==> src/hw/rtl/adsp_pkg.sv <==
// shared types, codes and helpers of the advertising data structure parser
// no dependencies; imported by every module of the block
`default_nettype none

package adsp_pkg;

  // longest packet payload the parser walks; longer lengths saturate
  localparam logic [7:0] MAX_PACKET_BYTES = 8'd255;

  // configuration register indexes
  localparam int unsigned CFG_IDX_W = 3;
  localparam logic [CFG_IDX_W-1:0] CFG_NONCONN_EVENT   = 3'd0;
  localparam logic [CFG_IDX_W-1:0] CFG_MESSAGE_AD      = 3'd1;
  localparam logic [CFG_IDX_W-1:0] CFG_PROVISIONING_AD = 3'd2;
  localparam logic [CFG_IDX_W-1:0] CFG_BEACON_AD       = 3'd3;
  localparam logic [CFG_IDX_W-1:0] CFG_PROV_ENABLE     = 3'd4;
  localparam int unsigned CFG_DATA_W = 8;

  // byte roles
  localparam logic [1:0] ROLE_LENGTH  = 2'd0;
  localparam logic [1:0] ROLE_TYPE    = 2'd1;
  localparam logic [1:0] ROLE_VALUE   = 2'd2;
  localparam logic [1:0] ROLE_IGNORED = 2'd3;

  // structure classes
  localparam logic [1:0] CLS_MESSAGE      = 2'd0;
  localparam logic [1:0] CLS_PROVISIONING = 2'd1;
  localparam logic [1:0] CLS_BEACON       = 2'd2;
  localparam logic [1:0] CLS_OTHER        = 2'd3;

  // packet status
  localparam logic [2:0] ST_RUN  = 3'd0;
  localparam logic [2:0] ST_OK   = 3'd1;
  localparam logic [2:0] ST_ZERO = 3'd2;
  localparam logic [2:0] ST_BAD  = 3'd3;
  localparam logic [2:0] ST_DROP = 3'd4;

  typedef struct packed {
    logic [7:0] payload_byte;
    logic       first_byte;
    logic [2:0] event_kind;
    logic [7:0] packet_length;
  } in_item_t;

  typedef struct packed {
    logic [1:0] byte_role;
    logic [1:0] structure_class;
    logic [7:0] echoed_byte;
    logic       structure_end;
    logic [2:0] packet_status;
  } out_item_t;

  typedef struct packed {
    logic [2:0] nonconn_event_code;
    logic [7:0] message_ad_code;
    logic [7:0] provisioning_ad_code;
    logic [7:0] beacon_ad_code;
    logic       provisioning_enable;
  } cfg_t;

  // message wins over provisioning, provisioning over beacon
  function automatic logic [1:0] class_of(input logic [7:0] code, input cfg_t cfg);
    logic [1:0] cls;
    cls = CLS_OTHER;
    if (code == cfg.message_ad_code) begin
      cls = CLS_MESSAGE;
    end else if (cfg.provisioning_enable && code == cfg.provisioning_ad_code) begin
      cls = CLS_PROVISIONING;
    end else if (code == cfg.beacon_ad_code) begin
      cls = CLS_BEACON;
    end
    return cls;
  endfunction

endpackage

`default_nettype wire

==> src/hw/rtl/adv_data_structure_parser_core.sv <==
// top level of the advertising data structure parser
// depends on adsp_pkg, adsp_cfg_regs and adsp_parser
//
//   port group  direction  handshake            payload
//   in_         in         in_valid / in_ready  in_item   (in_item_t)
//   out_        out        out_valid/out_ready  out_item  (out_item_t)
//   cfg_        in         cfg_we               cfg_idx, cfg_wdata
//
// one item a cycle unless the output stalls: each byte is classed by a single pass of logic
// between the parse state registers and the result register
// the result register frees itself in the same cycle it is taken, so a new
// item enters while the old result leaves
// only a stalled out_ready with a full result register holds in_ready low
// synchronous active-low reset: no packet open, default codes restored
`default_nettype none

module adv_data_structure_parser_core import adsp_pkg::*; (
  input  wire logic                  clk,
  input  wire logic                  rst_n,
  // item input
  input  wire logic                  in_valid,
  output logic                       in_ready,
  input  wire in_item_t              in_item,
  // result output
  output logic                       out_valid,
  input  wire logic                  out_ready,
  output out_item_t                  out_item,
  // configuration writes
  input  wire logic                  cfg_we,
  input  wire logic [CFG_IDX_W-1:0]  cfg_idx,
  input  wire logic [CFG_DATA_W-1:0] cfg_wdata
);

  cfg_t cfg;

  // event type, AD type codes and provisioning enable; the user writes them only while idle, not enforced here
  adsp_cfg_regs u_cfg (
    .clk       (clk),
    .rst_n     (rst_n),
    .cfg_we    (cfg_we),
    .cfg_idx   (cfg_idx),
    .cfg_wdata (cfg_wdata),
    .cfg       (cfg)
  );

  // structure walk and result register
  adsp_parser u_parser (
    .clk       (clk),
    .rst_n     (rst_n),
    .cfg       (cfg),
    .in_valid  (in_valid),
    .in_ready  (in_ready),
    .in_item   (in_item),
    .out_valid (out_valid),
    .out_ready (out_ready),
    .out_item  (out_item)
  );

endmodule

`default_nettype wire

==> src/hw/rtl/adsp_cfg_regs.sv <==
// configuration register file of the advertising data structure parser
// depends on adsp_pkg
`default_nettype none

module adsp_cfg_regs import adsp_pkg::*; (
  input  wire logic                  clk,
  input  wire logic                  rst_n,
  input  wire logic                  cfg_we,
  input  wire logic [CFG_IDX_W-1:0]  cfg_idx,
  input  wire logic [CFG_DATA_W-1:0] cfg_wdata,
  output cfg_t                       cfg
);

  cfg_t cfg_r;

  always_ff @(posedge clk) begin
    if (!rst_n) begin
      cfg_r.nonconn_event_code   <= 3'd3;
      cfg_r.message_ad_code      <= 8'd42;
      cfg_r.provisioning_ad_code <= 8'd41;
      cfg_r.beacon_ad_code       <= 8'd43;
      cfg_r.provisioning_enable  <= 1'b1;
    end else if (cfg_we) begin
      unique case (cfg_idx)
        CFG_NONCONN_EVENT:   cfg_r.nonconn_event_code   <= cfg_wdata[2:0];
        CFG_MESSAGE_AD:      cfg_r.message_ad_code      <= cfg_wdata;
        CFG_PROVISIONING_AD: cfg_r.provisioning_ad_code <= cfg_wdata;
        CFG_BEACON_AD:       cfg_r.beacon_ad_code       <= cfg_wdata;
        CFG_PROV_ENABLE:     cfg_r.provisioning_enable  <= cfg_wdata[0];
        default: ; // unmapped index, write dropped
      endcase
    end
  end

  assign cfg = cfg_r;

endmodule

`default_nettype wire

==> src/hw/rtl/adsp_parser.sv <==
// per-byte walk of length-type-value structures with its result register
// depends on adsp_pkg
`default_nettype none

module adsp_parser import adsp_pkg::*; (
  input  wire logic      clk,
  input  wire logic      rst_n,
  input  wire cfg_t      cfg,
  input  wire logic      in_valid,
  output logic           in_ready,
  input  wire in_item_t  in_item,
  output logic           out_valid,
  input  wire logic      out_ready,
  output out_item_t      out_item
);

  typedef enum logic [1:0] {
    PH_LEN   = 2'd0,
    PH_TYPE  = 2'd1,
    PH_VALUE = 2'd2,
    PH_IDLE  = 2'd3
  } phase_t;

  phase_t     phase_r, phase_nxt;
  logic [7:0] blp_r, blp_nxt;     // packet bytes left, current one included
  logic [7:0] bls_r, bls_nxt;     // type and value bytes still due
  logic [1:0] cls_r, cls_nxt;
  logic [2:0] fstat_r, fstat_nxt;
  logic       out_valid_r, out_valid_nxt;
  out_item_t  out_item_r, out_item_nxt;

  logic       in_fire;
  phase_t     ph_cur;
  logic [7:0] blp_cur, bls_cur, plen_sat, b;
  logic [1:0] cls_cur;
  logic [2:0] fstat_cur;
  logic       kind_ok;

  assign in_ready = !out_valid_r || out_ready;
  assign in_fire  = in_valid && in_ready;

  always_comb begin
    b        = in_item.payload_byte;
    plen_sat = (in_item.packet_length > MAX_PACKET_BYTES) ? MAX_PACKET_BYTES
                                                          : in_item.packet_length;
    kind_ok  = (in_item.event_kind == cfg.nonconn_event_code);

    // a first byte restarts the walk before the byte itself is classed
    ph_cur    = phase_r;
    blp_cur   = blp_r;
    bls_cur   = bls_r;
    cls_cur   = cls_r;
    fstat_cur = fstat_r;
    if (in_item.first_byte) begin
      blp_cur   = plen_sat;
      bls_cur   = 8'd0;
      cls_cur   = CLS_OTHER;
      ph_cur    = kind_ok ? PH_LEN : PH_IDLE;
      fstat_cur = kind_ok ? ST_OK : ST_DROP;
    end

    phase_nxt = ph_cur;
    blp_nxt   = blp_cur;
    bls_nxt   = bls_cur;
    cls_nxt   = cls_cur;
    fstat_nxt = fstat_cur;

    out_item_nxt.byte_role       = ROLE_IGNORED;
    out_item_nxt.structure_class = CLS_OTHER;
    out_item_nxt.echoed_byte     = b;
    out_item_nxt.structure_end   = 1'b0;
    out_item_nxt.packet_status   = fstat_cur;

    unique case (ph_cur)
      PH_LEN: begin
        if (blp_cur <= 8'd1) begin
          // trailing single byte or empty packet
          blp_nxt   = 8'd0;
          phase_nxt = PH_IDLE;
          fstat_nxt = ST_OK;
          out_item_nxt.packet_status = ST_OK;
        end else if (b == 8'd0) begin
          out_item_nxt.byte_role     = ROLE_LENGTH;
          phase_nxt = PH_IDLE;
          fstat_nxt = ST_ZERO;
          out_item_nxt.packet_status = ST_ZERO;
        end else if (b > blp_cur - 8'd1) begin
          out_item_nxt.byte_role     = ROLE_LENGTH;
          phase_nxt = PH_IDLE;
          fstat_nxt = ST_BAD;
          out_item_nxt.packet_status = ST_BAD;
        end else begin
          out_item_nxt.byte_role     = ROLE_LENGTH;
          bls_nxt   = b;
          blp_nxt   = blp_cur - 8'd1;
          phase_nxt = PH_TYPE;
          out_item_nxt.packet_status = ST_RUN;
        end
      end
      PH_TYPE, PH_VALUE: begin
        if (ph_cur == PH_TYPE) begin
          cls_nxt = class_of(b, cfg);
          out_item_nxt.byte_role = ROLE_TYPE;
        end else begin
          out_item_nxt.byte_role = ROLE_VALUE;
        end
        out_item_nxt.structure_class = cls_nxt;
        bls_nxt = (bls_cur != 8'd0) ? bls_cur - 8'd1 : 8'd0;
        blp_nxt = (blp_cur != 8'd0) ? blp_cur - 8'd1 : 8'd0;
        out_item_nxt.packet_status = ST_RUN;
        if (bls_nxt == 8'd0) begin
          out_item_nxt.structure_end = 1'b1;
          if (blp_nxt == 8'd0) begin
            phase_nxt = PH_IDLE;
            fstat_nxt = ST_OK;
            out_item_nxt.packet_status = ST_OK;
          end else begin
            phase_nxt = PH_LEN;
          end
        end else begin
          phase_nxt = PH_VALUE;
        end
      end
      default: ; // idle: byte ignored with the last end status
    endcase

    out_valid_nxt = in_fire || (out_valid_r && !out_ready);
  end

  always_ff @(posedge clk) begin
    if (!rst_n) begin
      phase_r     <= PH_LEN;
      blp_r       <= 8'd0;
      bls_r       <= 8'd0;
      cls_r       <= CLS_OTHER;
      fstat_r     <= ST_OK;
      out_valid_r <= 1'b0;
    end else begin
      out_valid_r <= out_valid_nxt;
      if (in_fire) begin
        phase_r <= phase_nxt;
        blp_r   <= blp_nxt;
        bls_r   <= bls_nxt;
        cls_r   <= cls_nxt;
        fstat_r <= fstat_nxt;
      end
    end
    if (in_fire) begin
      out_item_r <= out_item_nxt;
    end
  end

  assign out_valid = out_valid_r;
  assign out_item  = out_item_r;

endmodule

`default_nettype wire

==> config.mk <==
export PLATFORM = sky130hd
export DESIGN_NAME = adv_data_structure_parser_core
export DESIGN_NICKNAME = d
export VERILOG_FILES = /design/src/hw/rtl/adsp_pkg.sv /design/src/hw/rtl/adv_data_structure_parser_core.sv /design/src/hw/rtl/adsp_cfg_regs.sv /design/src/hw/rtl/adsp_parser.sv
export SDC_FILE = /design/constraint.sdc
export NUM_CORES = 1
export LEC_CHECK = 0
export BUFFER_PORTS_ARGS = -buffer_cell sky130_fd_sc_hd__buf_2
export CORE_MARGIN = 2
export CORE_UTILIZATION = 50
export DETAILED_ROUTE_END_ITERATION = 8
export PLACE_DENSITY_LB_ADDON = 0.3
export SLEW_MARGIN = 20
export SYNTH_ARGS = -nofsm -noshare
export SYNTH_HDL_FRONTEND = slang
export SYNTH_SLANG_ARGS = --single-unit
export TNS_END_PERCENT = 50
==> constraint.sdc <==
create_clock -name clk -period 6.4 [get_ports clk]
set_input_delay 0.96 -clock clk [delete_from_list [all_inputs] [get_ports clk]]
set_output_delay 0.96 -clock clk [all_outputs]
set_load 0.01 [all_outputs]
==> results.sh <==
export IMPL_synthArstFlopShare_pct=0
export IMPL_clk_pin_slew_ns=0.08
export IMPL_ios=54
export IMPL_worst_clock_skew_ns=0.0115
export IMPL_relSlewSlack_pct=44.2
export IMPL_dpl_cell_area_um2=4550
export IMPL_fmax_mhz=232
export IMPL_avgSynthCellArea_um2=8.43
export IMPL_ctsHtreeMaxLevel=3
export IMPL_powerDensity_nw_per_um2=253
export IMPL_synth_compound_area_share_pct=21.6
export IMPL_synthCells=503
export IMPL_first_global_vias=3846
export IMPL_rr_endpoint="u_parser.bls_r[6]"
export IMPL_vias=4063
export IMPL_worstSetupStartpointType="input pin"
export IMPL_vdd_drop_max_uv=144
export IMPL_r2r_start="u_parser.blp_r[0]"
export IMPL_synthSimpleGateAreaFrac_pct=23.4
export IMPL_p_total_mw=1.21
export IMPL_placeableCoreArea_um2=8220
export IMPL_synth_net_count=555
export IMPL_port_buffers=53
export IMPL_cp_top_family="compound AO/OA/AOI/OAI gates"
export IMPL_synth_edf_count=16
export IMPL_final_cells=655
export IMPL_synthXorXnorAreaFrac_pct=7.02
export IMPL_p_leak_nw=1.95
export IMPL_drive_gt1_share_pct=15.8
export IMPL_r2r_cells=10
export IMPL_area_growth_pct=12.5
export IMPL_critPathRequiredTime_ns=6.62
export IMPL_synth_fa_ha_area_share_pct=4.72
export IMPL_outcome="finished, final reports clean"
export IMPL_clock_root_buffer="clkbuf_8"
export IMPL_fillers=737
export IMPL_antenna_found_initial=0
export IMPL_cap_violations=0
export IMPL_grt_pass1_wl_um=18900
export IMPL_synth_flop_cell="dfxtp_1"
export IMPL_crit_start="in_item[11]"
export IMPL_synth_top_family_by_area="simple AND/OR/NAND/NOR gates"
export IMPL_synth_seq_cells=68
export IMPL_cts_setup_buffers=0
export IMPL_grt_total_usage_pct=26.7
export IMPL_wl_per_cell_um=17.7
export IMPL_postRouteAntennaNets=0
export IMPL_numCtsBuffers=9
export IMPL_min_path_type="flop to flop"
export IMPL_netlist_cell_type_count=71
export IMPL_cp_depth=13
export IMPL_worstSetupPathType="input pin to flop"
export IMPL_dr_pass1_iters=5
export IMPL_placementRows=33
export IMPL_arrival_ns=4.54
export IMPL_cp_end_kind="flop"
export IMPL_tightestPinTransition_ns=0.837
export IMPL_grt_setup_unrepaired="false"
export IMPL_cts_max_path_buffers=2
export IMPL_dieArea_um2=9230
export IMPL_grt_max_degree=39
export IMPL_place_detailed_hpwl_um=8140
export IMPL_cts_sinks=68
export IMPL_rrSetupSlack_ns=2.76
export IMPL_nNetsFinal=597
export IMPL_finalHoldViolCount=0
export IMPL_slowest_stage="nor4b_1"
export IMPL_place_gp_congestion=0.889
export IMPL_drv_slew=0
export IMPL_start_util_pct=51.6
export IMPL_path_cells="buf_2, buf_4, nor4b_1, o21ai_0, nand2_1, inv_1, ha_1, and4b_1, a211oi_1, o221ai_1, o211a_1, a2111oi_0, o21ai_1"
export IMPL_die_y_um=96.1
export IMPL_post_cts_resized=0
export IMPL_fin_tns_setup_ns=0
export IMPL_viasPerCell=6.20
export IMPL_critPathMaxStageDelay_ns=0.48
export IMPL_antenna_cells=0
export IMPL_layout_common_cells="85 x nand2_1, 53 x buf_2, 52 x dfxtp_1"
export IMPL_seqCellArea_um2=1520
export IMPL_drtIter0Drc=387
export IMPL_synthMuxAreaShare_pct=3.07
export IMPL_hold_buffers=0
export IMPL_setup_viol=0
export IMPL_design_area_um2=4770
export IMPL_yosys_warnings=0
export IMPL_die_w_um=96.1
export IMPL_final_period_utilization_pct=67.4
export IMPL_fin_crit_ns=4.31
export IMPL_endpoint="u_parser.bls_r[6]"
export IMPL_final_common_cell="nand2_1"
export IMPL_multiInputGateArea_um2=2530
export IMPL_clk_latency_ns=0.35
export IMPL_path_max_fanout=37
export IMPL_syn_cell_area_um2=4240
export IMPL_grt_ovfl_total=0
export IMPL_crit_buf_inv=3
export IMPL_ys_seq_area_share_pct=35.9
export IMPL_routed_wl_um=11600
export IMPL_cts_tree="yes"
export IMPL_place_inst=639
export IMPL_drc_errors=0
## worst min path at each step
stage                 startpoint           endpoint  slack, ns  cells past startpoint
6_report           u_cfg.cfg[17]      u_cfg.cfg[17]       0.47                      2
5_1_grt            u_cfg.cfg[23]      u_cfg.cfg[23]       0.50                      2
4_1_cts            u_cfg.cfg[17]      u_cfg.cfg[17]       0.47                      2
3_5_place_dp       u_cfg.cfg[17]      u_cfg.cfg[17]       0.46                      2
3_3_place_gp   u_parser.cls_r[1]  u_parser.cls_r[1]       0.45                      2
2_1_floorplan  u_parser.cls_r[1]  u_parser.cls_r[1]       0.44                      2
## registers in the layout (all words and copies together) (netlist names)
signal,flops
u_cfg.cfg,28
u_parser.blp_r,8
u_parser.bls_r,8
u_parser.cls_r,2
u_parser.fstat_r,3
u_parser.out_item,16
u_parser.out_valid,1
u_parser.phase_r,2
## layout make-up
type	instances	area share [%]
clock buffer	12	3.04
clock inverter	4	1.55
inverter	18	1.42
multi-input combinational	391	53.1
sequential	68	31.9
tap	105	2.75
timing repair buffer	57	6.19
## worst reg2reg max path: cells and delay by family (launching register included)
family                     cells  cell delay, ns
AOI/OAI and AO/OA              5            1.60
xor gates and xnor gates       1            0.27
adders and majority gates      2            0.70
DFF                            1            0.34
muxes                          1            0.39
and+or+nand+nor                1            0.23
## power by group
group          switching [mW]  leakage (nW)  internal, mW  total [mW]
clock                   0.168         0.111         0.231       0.399
combinational           0.197          1.26         0.124       0.321
sequential             0.0192         0.577         0.468       0.487
## metrics by stage
stage	hold WS (ns)	utilization, %	setup slack, ns
after global routing	0.497	58.0	1.95
after global placement	0.455	55.4	2.13
final	0.474	58.0	2.09
after detailed placement	0.462	55.4	1.89
after CTS	0.473	58.0	2.26
after floorplan	0.442	-	1.66
## synthesized netlist by cell type, types with 5 or more instances
master	count	area [µm²]
nor2b_1	6	37.5
xnor2_1	19	166
nor3_1	6	30.0
inv_1	17	63.8
o22ai_1	9	56.3
nand2_1	85	319
nand3_1	20	100
nor4_1	8	50.1
nand4_1	11	68.8
a2bb2oi_1	5	43.8
o21ai_0	21	105
dfxtp_1	52	1040
xor2_1	15	131
nor2_1	22	82.6
edfxtp_1	16	480
o211ai_1	6	45.0
ha_1	16	200
mux2i_1	13	130
clkbuf_1	20	75.1
nand2b_1	6	37.5
a21oi_1	31	155
## cell families after synthesis
group	after synthesis
XOR/XNOR	34
buffers and inverters	44
AO/OA/AOI/OAI	130
AND/OR/NAND/NOR	198
adder cells (fa/ha/maj)	16
flip-flops	68
multiplexers	13
## per-layer routing
layer / GRT usage, % / wire [µm] / vias to the layer above
li1: - / - / 1924
met1: 36.1 / 5140 / 1912
met2: 43.0 / 5310 / 187
met3: 3.45 / 803 / 40
met4: 10.6 / 337 / 0
met5: 0 / 0 / -
Power figures use the tool's default switching activity.
